File: config.mk
export PLATFORM = sky130hd
export DESIGN_NAME = ghacc_queue
export DESIGN_NICKNAME = d
export VERILOG_FILES = /design/src/ghacc_pkg.sv /design/src/ghacc_queue.sv
export SDC_FILE = /design/constraint.sdc
export NUM_CORES = 1
export LEC_CHECK = 0
export BUFFER_PORTS_ARGS = -buffer_cell sky130_fd_sc_hd__buf_2
export CORE_MARGIN = 4
export CORE_UTILIZATION = 56
export CTS_CLUSTER_DIAMETER = 50
export DETAILED_ROUTE_END_ITERATION = 16
export GPL_ROUTABILITY_DRIVEN = 0
export PLACE_DENSITY = 0.84
export SLEW_MARGIN = 30
export SYNTH_ARGS = -nofsm -noshare
export SYNTH_HDL_FRONTEND = slang
export SYNTH_SLANG_ARGS = --single-unit
File: constraint.sdc
create_clock -name aclk -period 22.9 [get_ports aclk]
set_clock_uncertainty 0.1 [all_clocks]
set_input_delay 5.725 -clock aclk [delete_from_list [all_inputs] [get_ports aclk]]
set_output_delay 5.725 -clock aclk [all_outputs]
set_load 0.05 [all_outputs]
File: src/ghacc_pkg.sv
// Shared types and constants for the GHASH accumulator core.
// Used by ghacc_front, ghacc_queue, ghacc_back and ghash_accumulator_core.
`timescale 1ns / 1ps
`default_nettype none

package ghacc_pkg;

    localparam int HALF_W      = 64;
    localparam int BLOCK_W     = 2 * HALF_W;
    localparam int BLOCK_BYTES = BLOCK_W / 8;
    localparam int BCNT_W      = 5;
    localparam int CNT_W       = 32;
    localparam int CMD_W       = 2;

    // s_tdata: block_hi, block_lo, byte_count, zero padded to whole bytes
    localparam int S_TDATA_W   = ((BLOCK_W + BCNT_W + 7) / 8) * 8;

    // multiplier digit: H is consumed 32 bits per cycle
    localparam int DIGIT_W     = 32;
    localparam int DIGITS      = BLOCK_W / DIGIT_W;
    localparam int DIG_IDX_W   = $clog2(DIGITS);

    // x^128 = x^7 + x^2 + x + 1
    localparam logic [7:0] GF_POLY_LO = 8'h87;

    localparam int QUEUE_DEPTH = 2;
    localparam int QPTR_W      = $clog2(QUEUE_DEPTH);
    localparam int QCNT_W      = $clog2(QUEUE_DEPTH + 1);

    // APB map: 64-bit registers on an 8-byte stride
    localparam int APB_DATA_W  = 64;
    localparam int APB_ADDR_W  = 4;
    localparam int REG_LSB     = 3;

    typedef logic [APB_ADDR_W-REG_LSB-1:0] reg_idx_t;
    localparam reg_idx_t REG_KEY_HI = 1'b0;
    localparam reg_idx_t REG_KEY_LO = 1'b1;

    typedef logic [CMD_W-1:0] cmd_t;
    localparam cmd_t CMD_CLEAR  = 2'd0;
    localparam cmd_t CMD_AAD    = 2'd1;
    localparam cmd_t CMD_TEXT   = 2'd2;
    localparam cmd_t CMD_FINISH = 2'd3;

    typedef enum logic [1:0] {
        OP_CLEAR,
        OP_PASS,
        OP_MUL
    } op_t;

    typedef struct packed {
        op_t                op;
        logic               fin;
        logic [BLOCK_W-1:0] data;
    } qentry_t;

endpackage

`default_nettype wire

File: src/ghacc_queue.sv
// Short in-order queue between front and back end.
// Entry type and depth from ghacc_pkg.
`timescale 1ns / 1ps
`default_nettype none

module ghacc_queue (
    input  wire logic                aclk,
    input  wire logic                aresetn,
    input  wire logic                push,
    input  wire ghacc_pkg::qentry_t  wr_entry,
    output logic                     full,
    input  wire logic                pop,
    output logic                     empty,
    output ghacc_pkg::qentry_t       rd_entry
);
    import ghacc_pkg::*;

    qentry_t            entries_reg [QUEUE_DEPTH];
    logic [QPTR_W-1:0]  wr_ptr_reg, rd_ptr_reg;
    logic [QCNT_W-1:0]  count_reg, count_next;

    assign full     = (count_reg == QCNT_W'(QUEUE_DEPTH));
    assign empty    = (count_reg == '0);
    assign rd_entry = entries_reg[rd_ptr_reg];

    assign count_next = count_reg + QCNT_W'(push) - QCNT_W'(pop);

    always_ff @(posedge aclk) begin
        if (push) begin
            entries_reg[wr_ptr_reg] <= wr_entry;
        end
    end

    always_ff @(posedge aclk) begin
        if (!aresetn) begin
            wr_ptr_reg <= '0;
            rd_ptr_reg <= '0;
            count_reg  <= '0;
        end else begin
            if (push) begin
                wr_ptr_reg <= wr_ptr_reg + QPTR_W'(1);
            end
            if (pop) begin
                rd_ptr_reg <= rd_ptr_reg + QPTR_W'(1);
            end
            count_reg <= count_next;
        end
    end

endmodule

`default_nettype wire

==> metrics.txt <==
post-route cell area=roughly 13000 um2; synthesized flop and latch total=approximately 270; CTS clk-pin slew, worst paths=0.06 ns; initial antenna violation count=3; final hold vios=0; FILL cells=roughly 1.1k; DR pass1 iterations=4; synth unique cells=15; synth warn=0; Post-synth top cells=edfxtp_1, mux2_4, mux2_2; Setup TNS=0 ns; Area contributors post-synth=edfxtp_1, mux2_4, mux2_2, buf_6, dfxtp_1; Lkg Pwr=4.92 nW; Root Driver=clkbuf_16; vias per cell=5.24; CTS tree=done; Avg WL per Cell=a little over 20 um; crit path capture type=output port; clock period minus worst slack=~8.4 ns; slack of the critical path=about 14 ns; cell taking the most area after synthesis=edfxtp_1; area of the die=20200 um2; achievable frequency=0.118 GHz; Mean Syn Cell Area=around 23 um2; fin util=0.718; clock sinks=267; Hold Crit Class=flip-flop to flip-flop; Post-synth EDFFs=approximately 260; pwr dens=between 90 and 100 nW/um2; Worst EP required=17.07 ns; Startpoint Class=flip-flop; DP Area=approximately 12000 um2; Post-synth ARST share=0; WP data arrival=between 2 and 3 ns; largest net degree at the start of global routing=between 60 and 70; area delta synth->final=24.3%; Overflow after GRT=0; IO Pins=between 200 and 300; hold bufs inserted after CTS=0; GRT Resource Usage Total=0.186; initial core utilization=0.577; Row Count=48; first-pass GRT wire length=approximately 29 mm; Seq/Total Area, Yosys=0.793; Final Max Tran Viols=0; max reg flops=262; Post-Place Setup Slack=14.87 ns; drc violations=0; clock latency on the worst-skew pair=roughly 0.50 ns; fraction of layout cells with a size suffix above 1=0.610; setup bufs post-CTS=0; Power, Total=approximately 0.0012 W; # resized after CTS=0; RSZ-0062 raised after global routing=false; Detail Route Antenna Nets=0; Core ar.=17400 um2; Max VDD drop=around 0.072 mV; period utilization=0.369; Top FF cell, synth=edfxtp_1; Least-Margin Pin Slew=~0.93 ns; final wirelength=a little under 20 mm; Post-Syn Area=approximately 10000 um2; Setup Viol. Count Final=0; Buffers on Ports=267; CP Max Fanout=61; CTS buffer count=27; Post-layout nets=approximately 850; CTS HTree Levels=1; vias in the first global route=between 5k and 6k; Yosys top cell area share=0.783; vias=just over 5k; Max-cap violations=0; WS Path Type=flip-flop to output port; Die W=142 um; max_slew headroom=0.381; most common cell in the synthesized netlist=edfxtp_1; Mapped Cells=429; Max Root-Sink Buffers=3; outcome=finished clean; 1st-iter DRT viols=253; Die Y-Extent=142 um; syn_nets=~570
cell type report:
cell class / count / area [um2] / share of cell area
diodes: 2 / 5.00 / 0.000400
multi-input cells: 145 / 1940 / 0.155
inverters: 2 / 7.51 / 0.000601
clock buffers: 32 / 694 / 0.0556
repair buffers: 273 / 1410 / 0.113
well taps: 225 / 282 / 0.0225
clock inverters: 14 / 190 / 0.0152
flip-flops and latches: 267 / 7970 / 0.638
cell usage in the layout (no fill, tap or decap), drive strengths merged:
cell      count
and2          4
buf         273
bufinv        4
clkbuf       32
clkinv        8
clkinvlp      1
dfxtp         5
diode         2
edfxtp      262
ha            2
inv           3
mux2        131
nor2          1
nor2b         4
o21a          1
xnor3         1
xor2          1
per-stage QoR:
stage | std cells | hold WS, ns
2_1_floorplan | 429 | 0.455
3_3_place_gp | 910 | 0.457
3_5_place_dp | 912 | 0.493
4_1_cts | 958 | 0.498
5_1_grt | 959 | 0.537
6_report | 960 | 0.491
worst paths after layout:
path / endpoint / slack [ns] / cells past startpoint / startpoint
max: rd_entry[9] / 14.46 / 4 / flip-flop
min: flip-flop / 0.49 / 2 / rd_ptr_reg$_SDFFE_PN0P_
max reg2reg: entries_reg[1][117]$_DFFE_PP_ / 20.34 / 2 / wr_ptr_reg$_SDFFE_PN0P_
min reg2reg: flip-flop / 0.49 / 2 / rd_ptr_reg$_SDFFE_PN0P_
per-layer routing:
| layer | track usage | wire length, um | vias to the layer above |
|---|---|---|---|
| met4 | 0.0470 | 325 | 4 |
| met1 | 0.229 | 7290 | 2487 |
| met2 | 0.328 | 10200 | 234 |
| met3 | 0.0491 | 1720 | 33 |
| li1 | - | - | 2276 |
| met5 | 0 | 25 | - |
power by group:
group	switching, W	internal [W]	total, W
Clock	0.000170	0.000262	0.000432
Combinational	0.000136	0.0000632	0.000199
Sequential	0.00000834	0.000566	0.000574
cell families (layout without fill, tap and decap cells):
family,Yosys count,in the layout,share of synthesized area
other,0,2,0
buffers and inverters,17,321,0.0154
muxes,131,131,0.180
adders and majority gates,2,2,0.00249
DFF,267,267,0.793
xor gates and xnor gates,2,2,0.00311
and+or+nand+nor,9,9,0.00535
AOI/OAI and AO/OA,1,1,0.000747
critical path, stage by stage, from the launching register on:
cell and delay (ns):
dfxtp_4 0.49, buf_12 0.29, buf_6 0.62, mux2_2 0.42, buf_2 0.22
(Power assumes the default switching activity.)
