==> config.mk <==
export PLATFORM = sky130hd
export DESIGN_NAME = ghacc_front
export DESIGN_NICKNAME = d
export VERILOG_FILES = /design/src/ghacc_pkg.sv /design/src/ghacc_front.sv
export SDC_FILE = /design/constraint.sdc
export NUM_CORES = 1
export LEC_CHECK = 0
export ABC_AREA = 0
export BUFFER_PORTS_ARGS = -buffer_cell sky130_fd_sc_hd__buf_2
export CORE_ASPECT_RATIO = 1.1
export CORE_UTILIZATION = 35
export CTS_CLUSTER_DIAMETER = 120
export DETAILED_ROUTE_END_ITERATION = 16
export PLACE_DENSITY = 0.78
export SLEW_MARGIN = 25
export SYNTH_ARGS = -nofsm -noshare
export SYNTH_HDL_FRONTEND = slang
export SYNTH_SLANG_ARGS = --single-unit
==> constraint.sdc <==
create_clock -name aclk -period 2.9 [get_ports aclk]
set_input_delay 0.145 -clock aclk [delete_from_list [all_inputs] [get_ports aclk]]
set_output_delay 0.145 -clock aclk [all_outputs]
set_load 0.005 [all_outputs]
==> src/ghacc_pkg.sv <==
// Shared types and constants for the GHASH accumulator core.
// Used by ghacc_front, ghacc_queue, ghacc_back and ghash_accumulator_core.
`timescale 1ns / 1ps
`default_nettype none

package ghacc_pkg;

    localparam int HALF_W      = 64;
    localparam int BLOCK_W     = 2 * HALF_W;
    localparam int BLOCK_BYTES = BLOCK_W / 8;
    localparam int BCNT_W      = 5;
    localparam int CNT_W       = 32;
    localparam int CMD_W       = 2;

    // s_tdata: block_hi, block_lo, byte_count, zero padded to whole bytes
    localparam int S_TDATA_W   = ((BLOCK_W + BCNT_W + 7) / 8) * 8;

    // multiplier digit: H is consumed 32 bits per cycle
    localparam int DIGIT_W     = 32;
    localparam int DIGITS      = BLOCK_W / DIGIT_W;
    localparam int DIG_IDX_W   = $clog2(DIGITS);

    // x^128 = x^7 + x^2 + x + 1
    localparam logic [7:0] GF_POLY_LO = 8'h87;

    localparam int QUEUE_DEPTH = 2;
    localparam int QPTR_W      = $clog2(QUEUE_DEPTH);
    localparam int QCNT_W      = $clog2(QUEUE_DEPTH + 1);

    // APB map: 64-bit registers on an 8-byte stride
    localparam int APB_DATA_W  = 64;
    localparam int APB_ADDR_W  = 4;
    localparam int REG_LSB     = 3;

    typedef logic [APB_ADDR_W-REG_LSB-1:0] reg_idx_t;
    localparam reg_idx_t REG_KEY_HI = 1'b0;
    localparam reg_idx_t REG_KEY_LO = 1'b1;

    typedef logic [CMD_W-1:0] cmd_t;
    localparam cmd_t CMD_CLEAR  = 2'd0;
    localparam cmd_t CMD_AAD    = 2'd1;
    localparam cmd_t CMD_TEXT   = 2'd2;
    localparam cmd_t CMD_FINISH = 2'd3;

    typedef enum logic [1:0] {
        OP_CLEAR,
        OP_PASS,
        OP_MUL
    } op_t;

    typedef struct packed {
        op_t                op;
        logic               fin;
        logic [BLOCK_W-1:0] data;
    } qentry_t;

endpackage

`default_nettype wire

==> src/ghacc_front.sv <==
// Front end: classifies each accepted word, masks the block, keeps the
// AAD and text byte counters and builds the lengths block. Uses ghacc_pkg.
`timescale 1ns / 1ps
`default_nettype none

module ghacc_front (
    input  wire logic                    aclk,
    input  wire logic                    aresetn,
    input  wire logic                    accept,
    input  wire ghacc_pkg::cmd_t         command,
    input  wire logic [63:0]             block_hi,
    input  wire logic [63:0]             block_lo,
    input  wire logic [4:0]              byte_count,
    output ghacc_pkg::qentry_t           entry
);
    import ghacc_pkg::*;

    logic [BCNT_W-1:0]  n_sat;
    logic [BLOCK_W-1:0] mask;
    logic [CNT_W-1:0]   aad_bytes_reg, aad_bytes_next;
    logic [CNT_W-1:0]   text_bytes_reg, text_bytes_next;
    logic [CNT_W-1:0]   aad_bits, text_bits;

    assign n_sat = (byte_count > BCNT_W'(BLOCK_BYTES)) ? BCNT_W'(BLOCK_BYTES) : byte_count;

    // byte 0 sits in the top bits
    always_comb begin
        for (int b = 0; b < BLOCK_BYTES; b++) begin
            mask[BLOCK_W-1-8*b -: 8] = {8{(BCNT_W'(b) < n_sat)}};
        end
    end

    assign aad_bits  = aad_bytes_reg << 3;
    assign text_bits = text_bytes_reg << 3;

    always_comb begin
        entry           = '0;
        aad_bytes_next  = aad_bytes_reg;
        text_bytes_next = text_bytes_reg;
        unique case (command) inside
            CMD_CLEAR: begin
                entry.op        = OP_CLEAR;
                aad_bytes_next  = '0;
                text_bytes_next = '0;
            end
            CMD_AAD, CMD_TEXT: begin
                entry.op   = (n_sat == '0) ? OP_PASS : OP_MUL;
                entry.data = {block_hi, block_lo} & mask;
                if (command == CMD_AAD) begin
                    aad_bytes_next = aad_bytes_reg + CNT_W'(n_sat);
                end else begin
                    text_bytes_next = text_bytes_reg + CNT_W'(n_sat);
                end
            end
            CMD_FINISH: begin
                entry.op   = OP_MUL;
                entry.fin  = 1'b1;
                entry.data = {CNT_W'(0), aad_bits, CNT_W'(0), text_bits};
            end
            default: begin
                entry.op = OP_PASS;
            end
        endcase
    end

    always_ff @(posedge aclk) begin
        if (!aresetn) begin
            aad_bytes_reg  <= '0;
            text_bytes_reg <= '0;
        end else if (accept) begin
            aad_bytes_reg  <= aad_bytes_next;
            text_bytes_reg <= text_bytes_next;
        end
    end

endmodule

`default_nettype wire

==> reports/qor_table.md <==
| Parameter | Reported | Unit |
|---|---|---|
| Max-cap viol count | 0 | - |
| Area taken by flip-flops and latches | 0.00116 | mm2 |
| Cts hold-fix bufs | 0 | - |
| # port buffers | 268 | - |
| Area after DPL | 0.00607 | mm2 |
| Die area | 0.0135 | mm2 |
| Cell Rows | 43 | - |
| Post-synth EDFFs | 0 | - |
| Unrepaired setup endpoints after global routing | false | - |
| Average instance area after synthesis | 7.22 | um2 |
| Number of global-route vias before repair | 4,999 | - |
| Max Fclk | 401 | MHz |
| Overall global routing resource usage | 25.0 | % |
| Clock insertion delay at the later pin of the skew report | 0.34 | ns |
| Family with the most delay on the worst path | simple AND/OR/NAND/NOR gates | - |
| Resize count post-CTS | 0 | - |
| Drt total wl | 17,300 | um |
| Per-cell via count in the routed design | 5.42 | - |
| Clock tree from TritonCTS | yes | - |
| Critical-path cell with the highest stage delay | or4_1 | - |
| Total of flip-flops plus latches after synthesis | 58 | - |
| Number of H-tree levels | 3 | - |
| Horizontal die dimension | 111 | um |
| Post-Synthesis Net Count | 783 | - |
| Area share of the leading cell type in the synthesized netlist | 25.5 | % |
| Hold slack | 0.197 | ns |
| Synth top cells by count | nor2_1 (106), and2_1 (70), dfxtp_1 (58), a22oi_1 (56), a21oi_1 (38) | - |
| Transition time at the pin with the least slew margin | 0.856 | ns |
| Min Tclk post-route | 2.49 | ns |
| Critical path's largest stage delay | 0.53 | ns |
| Final core area utilization | 50.4 | % |
| Area of the multi-input gates | 0.00319 | mm2 |
| Initial DRT Pass Iterations | 5 | - |
| Final hold viol count | 0 | - |
| Post-route DRC violation count | 0 | - |
| Detail Route Antenna Nets | 0 | - |
| Die Height | 122 | um |
| Antenna violations before repair | 1 | - |
| Cell types occupying the most area after synthesis | dfxtp_1 (26%), and2_1 (9.6%), a22oi_1 (9.2%) | - |
| Detailed Place HPWL | 14,000 | um |
| Fraction of the yosys area taken by sequential cells | 25.5 | % |
| Fin crit share | 85.9 | % |
| Cell occurring most often along the worst timing path | a21oi_1 | - |
| Mean routed wirelength per cell | 16.4 | um |
| Worst setup slack for register-to-register paths | 0.41 | ns |
| Main flop type after synthesis | dfxtp_1 | - |
| Master cell of the clock root buffer | clkbuf_16 | - |
| Setup violation total in the final timing report | 0 | - |
| Synth Cell Area | 0.00455 | mm2 |
| Req. time, crit path | 3.17 | ns |
| CP Capture Type | flip-flop | - |
| Most numerous cell in the Yosys netlist | nor2_1 | - |
| Post-CTS setup-driven buffer insertion count | 0 | - |
| Fill cells | 1,292 | - |
| Final setup TNS | 0 | ns |
| Path class of the lowest-slack min-delay path | input port to flip-flop | - |
| Areal power density over the cells | 382 | mW/mm2 |
| Detailed Route Iter0 Violations | 353 | - |
| Area Overhead vs Synth | 40.1 | % |
| Core Box Area | 0.0126 | mm2 |
| CTS clock-pin slew for the worst setup and hold paths | 0.05 | ns |
| LEAKAGE | 0.00289 | uW |
| Routability congestion estimate from global placement | 0.936 | - |
| Library cell occupying the most area in the post-synthesis netlist | dfxtp_1 | - |
| Syn Inst Count | 630 | - |
| Startpoint-to-endpoint class of the critical path | flip-flop to flip-flop | - |
| Pin count of the biggest net entering global routing | 46 | - |
| Largest fanout of any net on the critical path | 7 | - |
| Maximum resistive drop on vdd | 271 | uV |
| Initial core utilization | 36.0 | % |
| Relative slew slack | 42.9 | % |
| Count of unique library cells instantiated by Yosys | 52 | - |
| Number of buffers on the longest clock path | 2 | - |
| Nets | 1,043 | - |
| Worst setup SP type | flip-flop | - |
| Wire length of the first global-routing pass | 26,400 | um |
| Cell area after layout | 0.00637 | mm2 |
| Fraction of final layout cells sized beyond drive strength 1 | 33.7 | % |
| Crit path cell chain | ha_1 -> inv_1 -> fa_1 -> nand2b_1 -> a21oi_1 -> o211ai_1 -> or4_1 -> a21oi_1 | - |
| Worst clock skew on the final layout | 0.00680 | ns |
| Worst Path Arrival | 2.76 | ns |
| Synth Warn # | 0 | - |
| Run status | complete, no violations | - |
| Number of clock sinks | 58 | - |
| Max-slew violation total from the final report | 0 | - |
| IO Count | 269 | - |
| Via total after detailed routing | 5,705 | - |
| Remaining global-route overflow | 0 | - |
| Number of CTS-inserted buffers | 9 | - |
| Buffers and inverters on the worst path | 1 | - |
| Share of synthesized flip-flops with an asynchronous set or reset | 0 | % |
==> path summary, 6_finish.rpt <==
kind                startpoint  depth (start not counted)                 to
max reg2reg   aad_bytes_reg[0]                          8  aad_bytes_reg[22]
min                    aresetn                          2   aad_bytes_reg[1]
max           aad_bytes_reg[0]                          8  aad_bytes_reg[22]
min reg2reg  aad_bytes_reg[27]                          2  aad_bytes_reg[27]
==> per-layer routing <==
layer,up-vias,track usage [%],wire length [um]
li1,2796,-,-
met1,2672,30.2,7200
met2,222,42.9,8450
met3,15,7.41,1390
met4,0,7.58,246
met5,-,0,0
==> worst register-to-register path, cell delays in order, from the launching register on <==
cell	delay [ns]
dfxtp_1	0.35
ha_1	0.18
inv_1	0.06
fa_1	0.43
nand2b_1	0.19
a21oi_1	0.28
o211ai_1	0.26
or4_1	0.53
a21oi_1	0.14
==> kinds of logic (layout without fill, tap and decap cells) <==
family / Yosys count / in the layout / synth area share [%]
AOI/OAI and AO/OA: 173 / 173 / 25.6
buffers and inverters: 52 / 317 / 4.38
DFF: 58 / 58 / 25.5
muxes: 2 / 2 / 0.468
other: 0 / 1 / 0
adders and majority gates: 15 / 15 / 4.46
and+or+nand+nor: 307 / 307 / 35.1
xor gates and xnor gates: 23 / 23 / 4.43
==> through the flow <==
step | setup WS, ns | total power [uW] | instances
6_report | 0.408 | 2430 | 1053
5_1_grt | 0.251 | 2540 | 1052
4_1_cts | 0.447 | 2450 | 1052
3_5_place_dp | 0.279 | 1380 | 1036
3_3_place_gp | 0.363 | 1370 | 1036
2_1_floorplan | 0.372 | 1090 | 630
==> power by group <==
group	leakage, uW	total, uW	internal (uW)	switching, uW
registers	0.000467	808	803	5.08
logic	0.00227	554	254	300
clock network	0.000147	1070	710	359
==> area by class of cell <==
type | count | area share, %
flip-flops and latches | 58 | 18.2
repair buffers | 282 | 22.7
well taps | 157 | 3.08
clock buffers | 14 | 4.15
clock inverters | 2 | 0.550
inverters | 19 | 1.12
multi-input cells | 520 | 50.1
diodes | 1 | 0.0393
==> cells in the final DEF, fill, tap and decap left out, types with 17 or more instances in the layout <==
cell,instances
a21oi_1,38
a22oi_1,56
and2_1,70
buf_2,268
dfxtp_1,58
inv_1,18
nand2_1,26
nand3_1,19
nor2_1,106
nor2b_1,17
o21ai_0,26
or3_1,18
(Power assumes the default switching activity.)
